File: config.mk
export PLATFORM = sky130hd
export DESIGN_NAME = zero_cross_phase_angle_timer_core
export DESIGN_NICKNAME = d
export VERILOG_FILES = /design/src/rtl/zcpat_pkg.sv /design/src/rtl/zcpat_cfg_regs.sv /design/src/rtl/zcpat_filter.sv /design/src/rtl/zcpat_delay.sv /design/src/rtl/zero_cross_phase_angle_timer_core.sv
export SDC_FILE = /design/constraint.sdc
export NUM_CORES = 2
export LEC_CHECK = 0
export BUFFER_PORTS_ARGS = -buffer_cell sky130_fd_sc_hd__buf_2
export CAP_MARGIN = 10
export CORE_MARGIN = 2
export CORE_UTILIZATION = 55
export DETAILED_ROUTE_END_ITERATION = 8
export HOLD_SLACK_MARGIN = 0.03
export PLACE_DENSITY = 0.72
export SLEW_MARGIN = 10
export SYNTH_ARGS = -nofsm -noshare
export SYNTH_HDL_FRONTEND = slang
export SYNTH_HIERARCHICAL = 1
export SYNTH_SLANG_ARGS = --single-unit
File: constraint.sdc
create_clock -name clk_i -period 38.1 [get_ports clk_i]
set_input_delay 5.715 -clock clk_i [delete_from_list [all_inputs] [get_ports clk_i]]
set_output_delay 5.715 -clock clk_i [all_outputs]
set_load 0.01 [all_outputs]
File: src/rtl/zcpat_pkg.sv
package zcpat_pkg;

  localparam int unsigned RING_TAPS = 3;

  localparam logic [3:0] RegPowerStep  = 4'd0;
  localparam logic [3:0] RegMinPeriod  = 4'd1;
  localparam logic [3:0] RegMaxPeriod  = 4'd2;
  localparam logic [3:0] RegPulseWidth = 4'd3;

  localparam logic [5:0]  PowerMax        = 6'd50;
  localparam logic [15:0] PeriodReset     = 16'd10000;
  localparam logic [13:0] MinPeriodReset  = 14'd8500;
  localparam logic [13:0] MaxPeriodReset  = 14'd11500;
  localparam logic [9:0]  PulseWidthReset = 10'd300;
  localparam logic [13:0] DelayMax        = 14'h3FFF;

  // floor(x / 100) == (x * Recip) >> RecipShift for every x below 2^23
  localparam logic [23:0] Recip      = 24'd10737419;
  localparam int unsigned RecipShift = 30;

  typedef struct packed {
    logic [30:0] coef;
    logic [13:0] period_lo;
    logic [13:0] period_hi;
    logic [9:0]  pulse_width;
  } cfg_t;

  typedef struct packed {
    logic [15:0] interval;
    logic        accepted;
    logic [15:0] smoothed;
  } filt_t;

  function automatic logic [6:0] angle_pct(input logic [5:0] ps);
    logic [6:0] r;
    case (ps)
      6'd0:  r = 7'd100;  6'd1:  r = 7'd85;  6'd2:  r = 7'd81;  6'd3:  r = 7'd78;
      6'd4:  r = 7'd76;   6'd5:  r = 7'd74;  6'd6:  r = 7'd72;  6'd7:  r = 7'd71;
      6'd8:  r = 7'd69;   6'd9:  r = 7'd68;  6'd10: r = 7'd66;  6'd11: r = 7'd65;
      6'd12: r = 7'd64;   6'd13: r = 7'd63;  6'd14: r = 7'd61;  6'd15: r = 7'd60;
      6'd16: r = 7'd59;   6'd17: r = 7'd58;  6'd18: r = 7'd57;  6'd19: r = 7'd56;
      6'd20: r = 7'd55;   6'd21: r = 7'd54;  6'd22: r = 7'd53;  6'd23: r = 7'd52;
      6'd24: r = 7'd51;   6'd25: r = 7'd50;  6'd26: r = 7'd49;  6'd27: r = 7'd48;
      6'd28: r = 7'd47;   6'd29: r = 7'd46;  6'd30: r = 7'd45;  6'd31: r = 7'd44;
      6'd32: r = 7'd43;   6'd33: r = 7'd42;  6'd34: r = 7'd41;  6'd35: r = 7'd40;
      6'd36: r = 7'd39;   6'd37: r = 7'd37;  6'd38: r = 7'd36;  6'd39: r = 7'd35;
      6'd40: r = 7'd34;   6'd41: r = 7'd32;  6'd42: r = 7'd31;  6'd43: r = 7'd29;
      6'd44: r = 7'd28;   6'd45: r = 7'd26;  6'd46: r = 7'd24;  6'd47: r = 7'd22;
      6'd48: r = 7'd19;   6'd49: r = 7'd15;  6'd50: r = 7'd0;
      default: r = 7'd0;
    endcase
    return r;
  endfunction

  // percentage folded together with the divide-by-100 reciprocal
  function automatic logic [30:0] coef_of(input logic [5:0] ps);
    logic [30:0] p;
    p = {24'd0, angle_pct(ps)};
    return p * {7'd0, Recip};
  endfunction

endpackage

File: src/rtl/zcpat_cfg_regs.sv
module zcpat_cfg_regs (
  input  logic                clk_i,
  input  logic                rst_ni,
  input  logic                wr_en_i,
  input  logic [3:0]          wr_index_i,
  input  logic [13:0]         wr_data_i,
  output zcpat_pkg::cfg_t     cfg_o,
  output logic                pend_set_o
);
  import zcpat_pkg::*;

  cfg_t cfg_q;
  logic power_ok;

  assign power_ok = (wr_data_i[5:0] <= PowerMax);

  always_ff @(posedge clk_i or negedge rst_ni) begin
    if (!rst_ni) begin
      cfg_q.coef        <= coef_of(6'd0);
      cfg_q.period_lo   <= MinPeriodReset;
      cfg_q.period_hi   <= MaxPeriodReset;
      cfg_q.pulse_width <= PulseWidthReset;
    end else if (wr_en_i) begin
      case (wr_index_i)
        RegPowerStep: begin
          if (power_ok) cfg_q.coef <= coef_of(wr_data_i[5:0]);
        end
        RegMinPeriod:  cfg_q.period_lo   <= wr_data_i;
        RegMaxPeriod:  cfg_q.period_hi   <= wr_data_i;
        RegPulseWidth: cfg_q.pulse_width <= wr_data_i[9:0];
        default: ;
      endcase
    end
  end

  assign pend_set_o = wr_en_i && (wr_index_i == RegPowerStep) && power_ok;
  assign cfg_o      = cfg_q;

endmodule

File: src/rtl/zcpat_filter.sv
module zcpat_filter (
  input  logic                clk_i,
  input  logic                rst_ni,
  input  logic                fire_i,
  input  logic [15:0]         stamp_i,
  input  zcpat_pkg::cfg_t     cfg_i,
  output zcpat_pkg::filt_t    filt_o
);
  import zcpat_pkg::*;

  logic [15:0] prev_q;
  logic [15:0] ring_q [RING_TAPS];
  logic [15:0] ring_d [RING_TAPS];
  logic [1:0]  ptr_q, ptr_d;
  logic [15:0] smooth_q;
  logic [15:0] interval;
  logic        in_window;
  logic [15:0] lo_ab, hi_ab, lo_hc, med;
  logic [17:0] blend_sum;

  assign interval  = stamp_i - prev_q;
  assign in_window = (interval >= {2'b00, cfg_i.period_lo}) &&
                     (interval <= {2'b00, cfg_i.period_hi});

  always_comb begin
    for (int i = 0; i < RING_TAPS; i++) begin
      ring_d[i] = (ptr_q == 2'(i)) ? interval : ring_q[i];
    end
  end

  assign ptr_d = (ptr_q == 2'(RING_TAPS - 1)) ? 2'd0 : ptr_q + 2'd1;

  // median of three
  assign lo_ab = (ring_d[0] < ring_d[1]) ? ring_d[0] : ring_d[1];
  assign hi_ab = (ring_d[0] < ring_d[1]) ? ring_d[1] : ring_d[0];
  assign lo_hc = (hi_ab < ring_d[2]) ? hi_ab : ring_d[2];
  assign med   = (lo_ab > lo_hc) ? lo_ab : lo_hc;

  assign blend_sum = {2'b00, smooth_q} + {1'b0, smooth_q, 1'b0} + {2'b00, med};

  always_ff @(posedge clk_i or negedge rst_ni) begin
    if (!rst_ni) begin
      prev_q   <= '0;
      ptr_q    <= '0;
      smooth_q <= PeriodReset;
      for (int i = 0; i < RING_TAPS; i++) ring_q[i] <= PeriodReset;
    end else if (fire_i) begin
      prev_q <= stamp_i;
      if (in_window) begin
        ptr_q    <= ptr_d;
        smooth_q <= blend_sum[17:2];
        for (int i = 0; i < RING_TAPS; i++) ring_q[i] <= ring_d[i];
      end
    end
  end

  assign filt_o.interval = interval;
  assign filt_o.accepted = in_window;
  assign filt_o.smoothed = blend_sum[17:2];

endmodule

File: src/rtl/zcpat_delay.sv
module zcpat_delay (
  input  logic                clk_i,
  input  logic                rst_ni,
  input  logic                fire_i,
  input  logic                pend_set_i,
  input  zcpat_pkg::cfg_t     cfg_i,
  input  zcpat_pkg::filt_t    filt_i,
  output logic                updated_o,
  output logic [13:0]         delay_o,
  output logic [14:0]         reload_o
);
  import zcpat_pkg::*;

  logic [15:0] applied_q;
  logic        pending_q;
  logic [13:0] delay_q;
  logic [14:0] reload_q;
  logic [46:0] prod;
  logic [15:0] quot;
  logic [13:0] delay_d;
  logic [14:0] reload_d;
  logic        need;

  assign prod     = {31'd0, filt_i.smoothed} * {16'd0, cfg_i.coef};
  assign quot     = prod[RecipShift +: 16];
  assign delay_d  = (quot[15:14] != 2'b00) ? DelayMax : quot[13:0];
  assign reload_d = {1'b0, delay_d} + {5'd0, cfg_i.pulse_width};

  assign need = filt_i.accepted && ((filt_i.smoothed != applied_q) || pending_q);

  always_ff @(posedge clk_i or negedge rst_ni) begin
    if (!rst_ni) begin
      applied_q <= PeriodReset;
      pending_q <= 1'b0;
      delay_q   <= '0;
      reload_q  <= '0;
    end else begin
      if (fire_i && need) begin
        applied_q <= filt_i.smoothed;
        delay_q   <= delay_d;
        reload_q  <= reload_d;
      end
      if (pend_set_i) begin
        pending_q <= 1'b1;
      end else if (fire_i && need) begin
        pending_q <= 1'b0;
      end
    end
  end

  assign updated_o = need;
  assign delay_o   = need ? delay_d : delay_q;
  assign reload_o  = need ? reload_d : reload_q;

endmodule

File: src/rtl/zero_cross_phase_angle_timer_core.sv
// Zero-crossing phase-angle timer. Each zero-crossing timestamp produces exactly one result,
// in order, carrying the interval to the previous crossing, whether it passed the period
// window, whether the fire delay was recomputed, and the current fire delay and reload.
// An event is registered in the input register on acceptance and its result is registered
// in the result register when the event moves on; one event is taken every cycle while the
// result register is not stalled, as the interval ring, smoothed period and delay registers update together.
// A full result register that is stalled holds the input register, which then stalls the
// input. Register writes are always taken (cfg_ready_o stays high) and must be issued while
// no event is in flight. Power levels above 50 are ignored.
module zero_cross_phase_angle_timer_core (
  input  logic        clk_i,
  input  logic        rst_ni,
  input  logic        in_valid_i,
  output logic        in_stall_o,
  input  logic [15:0] timestamp_i,
  output logic        out_valid_o,
  input  logic        out_stall_i,
  output logic [15:0] interval_o,
  output logic        accepted_o,
  output logic        updated_o,
  output logic [13:0] fire_delay_o,
  output logic [14:0] reload_o,
  input  logic        cfg_valid_i,
  output logic        cfg_ready_o,
  input  logic [3:0]  cfg_index_i,
  input  logic [13:0] cfg_data_i
);
  import zcpat_pkg::*;

  logic        a_valid_q;
  logic [15:0] a_stamp_q;
  logic        b_valid_q;
  logic [15:0] b_interval_q;
  logic        b_accepted_q;
  logic        b_updated_q;
  logic [13:0] b_delay_q;
  logic [14:0] b_reload_q;
  logic        b_ready;
  logic        fire;
  logic        pend_set;
  cfg_t        cfg;
  filt_t       filt;
  logic        upd;
  logic [13:0] delay_n;
  logic [14:0] reload_n;

  assign b_ready    = !b_valid_q || !out_stall_i;
  assign fire       = a_valid_q && b_ready;
  assign in_stall_o = a_valid_q && !b_ready;
  assign cfg_ready_o = 1'b1;

  zcpat_cfg_regs u_cfg (
    .clk_i      (clk_i),
    .rst_ni     (rst_ni),
    .wr_en_i    (cfg_valid_i && cfg_ready_o),
    .wr_index_i (cfg_index_i),
    .wr_data_i  (cfg_data_i),
    .cfg_o      (cfg),
    .pend_set_o (pend_set)
  );

  zcpat_filter u_filter (
    .clk_i   (clk_i),
    .rst_ni  (rst_ni),
    .fire_i  (fire),
    .stamp_i (a_stamp_q),
    .cfg_i   (cfg),
    .filt_o  (filt)
  );

  zcpat_delay u_delay (
    .clk_i      (clk_i),
    .rst_ni     (rst_ni),
    .fire_i     (fire),
    .pend_set_i (pend_set),
    .cfg_i      (cfg),
    .filt_i     (filt),
    .updated_o  (upd),
    .delay_o    (delay_n),
    .reload_o   (reload_n)
  );

  // input register
  always_ff @(posedge clk_i or negedge rst_ni) begin
    if (!rst_ni) begin
      a_valid_q <= 1'b0;
    end else if (!in_stall_o) begin
      a_valid_q <= in_valid_i;
    end
  end

  always_ff @(posedge clk_i) begin
    if (in_valid_i && !in_stall_o) a_stamp_q <= timestamp_i;
  end

  // result register
  always_ff @(posedge clk_i or negedge rst_ni) begin
    if (!rst_ni) begin
      b_valid_q <= 1'b0;
    end else if (b_ready) begin
      b_valid_q <= a_valid_q;
    end
  end

  always_ff @(posedge clk_i) begin
    if (fire) begin
      b_interval_q <= filt.interval;
      b_accepted_q <= filt.accepted;
      b_updated_q  <= upd;
      b_delay_q    <= delay_n;
      b_reload_q   <= reload_n;
    end
  end

  assign out_valid_o  = b_valid_q;
  assign interval_o   = b_interval_q;
  assign accepted_o   = b_accepted_q;
  assign updated_o    = b_updated_q;
  assign fire_delay_o = b_delay_q;
  assign reload_o     = b_reload_q;

endmodule

==> metrics <==
hold_buf cts=0; hold path cells=2; CP max stage cell=nor2_2; Final Max Slew Viols=0; Fmax achieved=about 45 MHz; largest area contributor in the netlist=fa_1; critical path arrival=22,580 ps; Synth Area per Inst=8.96 sq um; # DRC=0; die area=64,300 sq um; Overflow after GRT=0; CP bufs+invs=7; Clock Tree Root=clkbuf_16; worst slew pin tran=between 1000 and 1500 ps; hold crit path type=reg2reg; nets=4,608; Top delay family on crit path=compound AO/OA/AOI/OAI gates; CP Max Fanout=34; Unique masters post-synth=roughly 110; flops & latches, synth=between 200 and 300; GPL Wtd Cong=just over 0.9; CP Capture Type=flip-flop; largest net degree at the start of global routing=between 80 and 90; TritonCTS clock tree=built; Clock Latency Late Sink=slightly below 600 ps; Initial Utilization=55.6%; Worst R2R Path Depth=slightly above 80; total CTS buffers=27; Max Cap Viol=0; drt first pass iters=8; total negative setup slack=0 ps; unrepaired setup endpoints after global routing=no; post-DP HPWL=between 60 and 70 mm; Mapped Area=between 30,000 and 40,000 sq um; EDFF count, synth=63; post-CTS setup buffers=0; Worst-path clk slew=around 70 ps; I/O pins=roughly 90; initial antenna violation count=3; Clock Skew=around 28 ps; Starting DRT DRC Count=1,973; post-DR wirelength/cell=about 19 microns; ANT nets after route=0; first-pass GRT wire length=roughly 140 mm; post-route minimum period=22,270 ps; CTS-repair resized insts=0; outcome=complete, no violations; fill count=approximately 5,400; final WL=about 87 mm; die height=254 microns; Synth area leaders=fa_1, ha_1, dfrtp_1; H-Tree Depth=1; Final Hold Vio Count=0; Die X=around 250 microns; Finish-stage setup viols=0; Total GRT Usage=between 20% and 30%; crit path kind=reg2reg; Slew headroom=between 20 and 30%; Cell Rows=about 90; period utilisation layout=58.5%; IO buf count=87; Critical Path Start Type=flip-flop; Post-synth top flop=dfrtp_1; Stages on worst setup path=between 80 and 90; clock tree sinks=approximately 260; sequential area share after synthesis=approximately a fifth; vias in the first global route=around 27,000; routed vias=approximately 26,000; Via-to-Cell Ratio=around 5.6; area grow syn2layout=6.21%; Max clock buf depth=3; Mapped Nets=around 4,600; share of layout cells above drive strength 1=8.72%; crit-path max cell delay=810 ps; Required @ worst endpoint=about 38,000 ps; FFs w/ async S/R, synth=around 76%; Yosys warning total=6; Yosys top cell area share=26.2%; core box area=just over 60,000 sq um; Post-Syn Instances=3,822
stage by stage:
step / setup slack (ps) / hold WS, ps / cells / area, sq um / util (%)
2_1_floorplan: 19440 / 439 / 3822 / 34200 / -
3_3_place_gp: 16750 / 447 / 4619 / 35500 / 57.6
3_5_place_dp: 16140 / 458 / 4619 / 35500 / 57.6
4_1_cts: 16020 / 468 / 4669 / 36400 / 59.1
5_1_grt: 14080 / 471 / 4670 / 36400 / 59.1
6_report: 15830 / 465 / 4670 / 36400 / 59.1
state kept, by name (all words and copies together), names as in the netlist, 14 cells and up:
name and flops:
u_delay/reload_q 15, u_delay/delay_q 14, reload_o 15, fire_delay_o 14, u_cfg/cfg_o 69, interval_o 16, u_delay/applied_q 16, u_filter/ring_q 48
u_filter/smooth_q 16, a_stamp_q 16, u_filter/prev_q 16
metal layers:
layer	GRT usage, %	routed length, microns
met1	39.1	37900
met2	44.5	40000
met3	4.68	6470
met4	7.47	2280
met5	1.08	108
worst paths after layout:
path / end / from / slack [ps]
setup / recovery: reload_o[12] / a_stamp_q[4] / 15830
hold / removal: u_filter/ring_q[36] / u_filter/ring_q[36] / 470
setup reg to reg: reload_o[12] / a_stamp_q[4] / 15830
hold reg to reg: u_filter/ring_q[36] / u_filter/ring_q[36] / 470
max in group asynchronous: u_delay/reload_q[11] / rst_ni / 30830
min in group asynchronous: u_filter/prev_q[9] / rst_ni / 5140
area by class of cell:
cell class / count / area (sq um) / area share (%)
Clock buffer: 39 / 761 / 2.09
Clock inverter: 11 / 160 / 0.440
Antenna cell: 1 / 2.50 / 0.00688
Tap cell: 837 / 1050 / 2.88
Inverter: 631 / 2370 / 6.52
Sequential cell: 262 / 6930 / 19.0
Timing Repair Buffer: 134 / 797 / 2.19
Multi-Input combinational cell: 2755 / 24300 / 66.8
cells in the mapped netlist (18+ instances only):
master and n:
a21o_1 49, a21oi_1 151, a31oi_1 19, and2_1 198, clkbuf_1 148, dfrtp_1 153
dfstp_2 46, edfxtp_1 63, fa_1 448, ha_1 310, inv_1 628, mux2_2 53
mux2i_1 46, nand2_1 679, nand3_1 29, nand4_1 33, nor2_1 112, nor2b_1 19
nor3_1 31, o211ai_1 18, o21a_1 26, o21ai_0 200, xnor2_1 55, xor2_1 38
worst min-delay path, delay by kind of cell (launching register included):
kind / cells / cell delay [ps]
DFF: 1 / 370
and+or+nand+nor: 2 / 100
cells by family (layout without fill, tap and decap cells):
family,after synthesis,count (layout),share of synthesized area (%)
other cells,1,2,0.0109
compound gates,607,607,11.3
fa+ha+maj,758,758,37.5
flops,262,262,20.2
buf+inv,805,815,9.10
xor+xnor,93,93,2.38
simple gates,1192,1192,16.1
mux,104,104,3.33
cells in the final DEF, fill, tap and decap left out, drive strengths merged, types with 51 or more instances in the layout:
cell      n
xnor2    55
nor2    115
nand2   680
inv     630
buf     133
a21oi   155
edfxtp   63
a21o     51
dfrtp   153
mux2     56
o21ai   215
fa      448
and2    198
ha      310
Power is left out: the tool's default activity adds up to more than one toggle a clock period on the data nets, which glitch-free logic cannot reach.
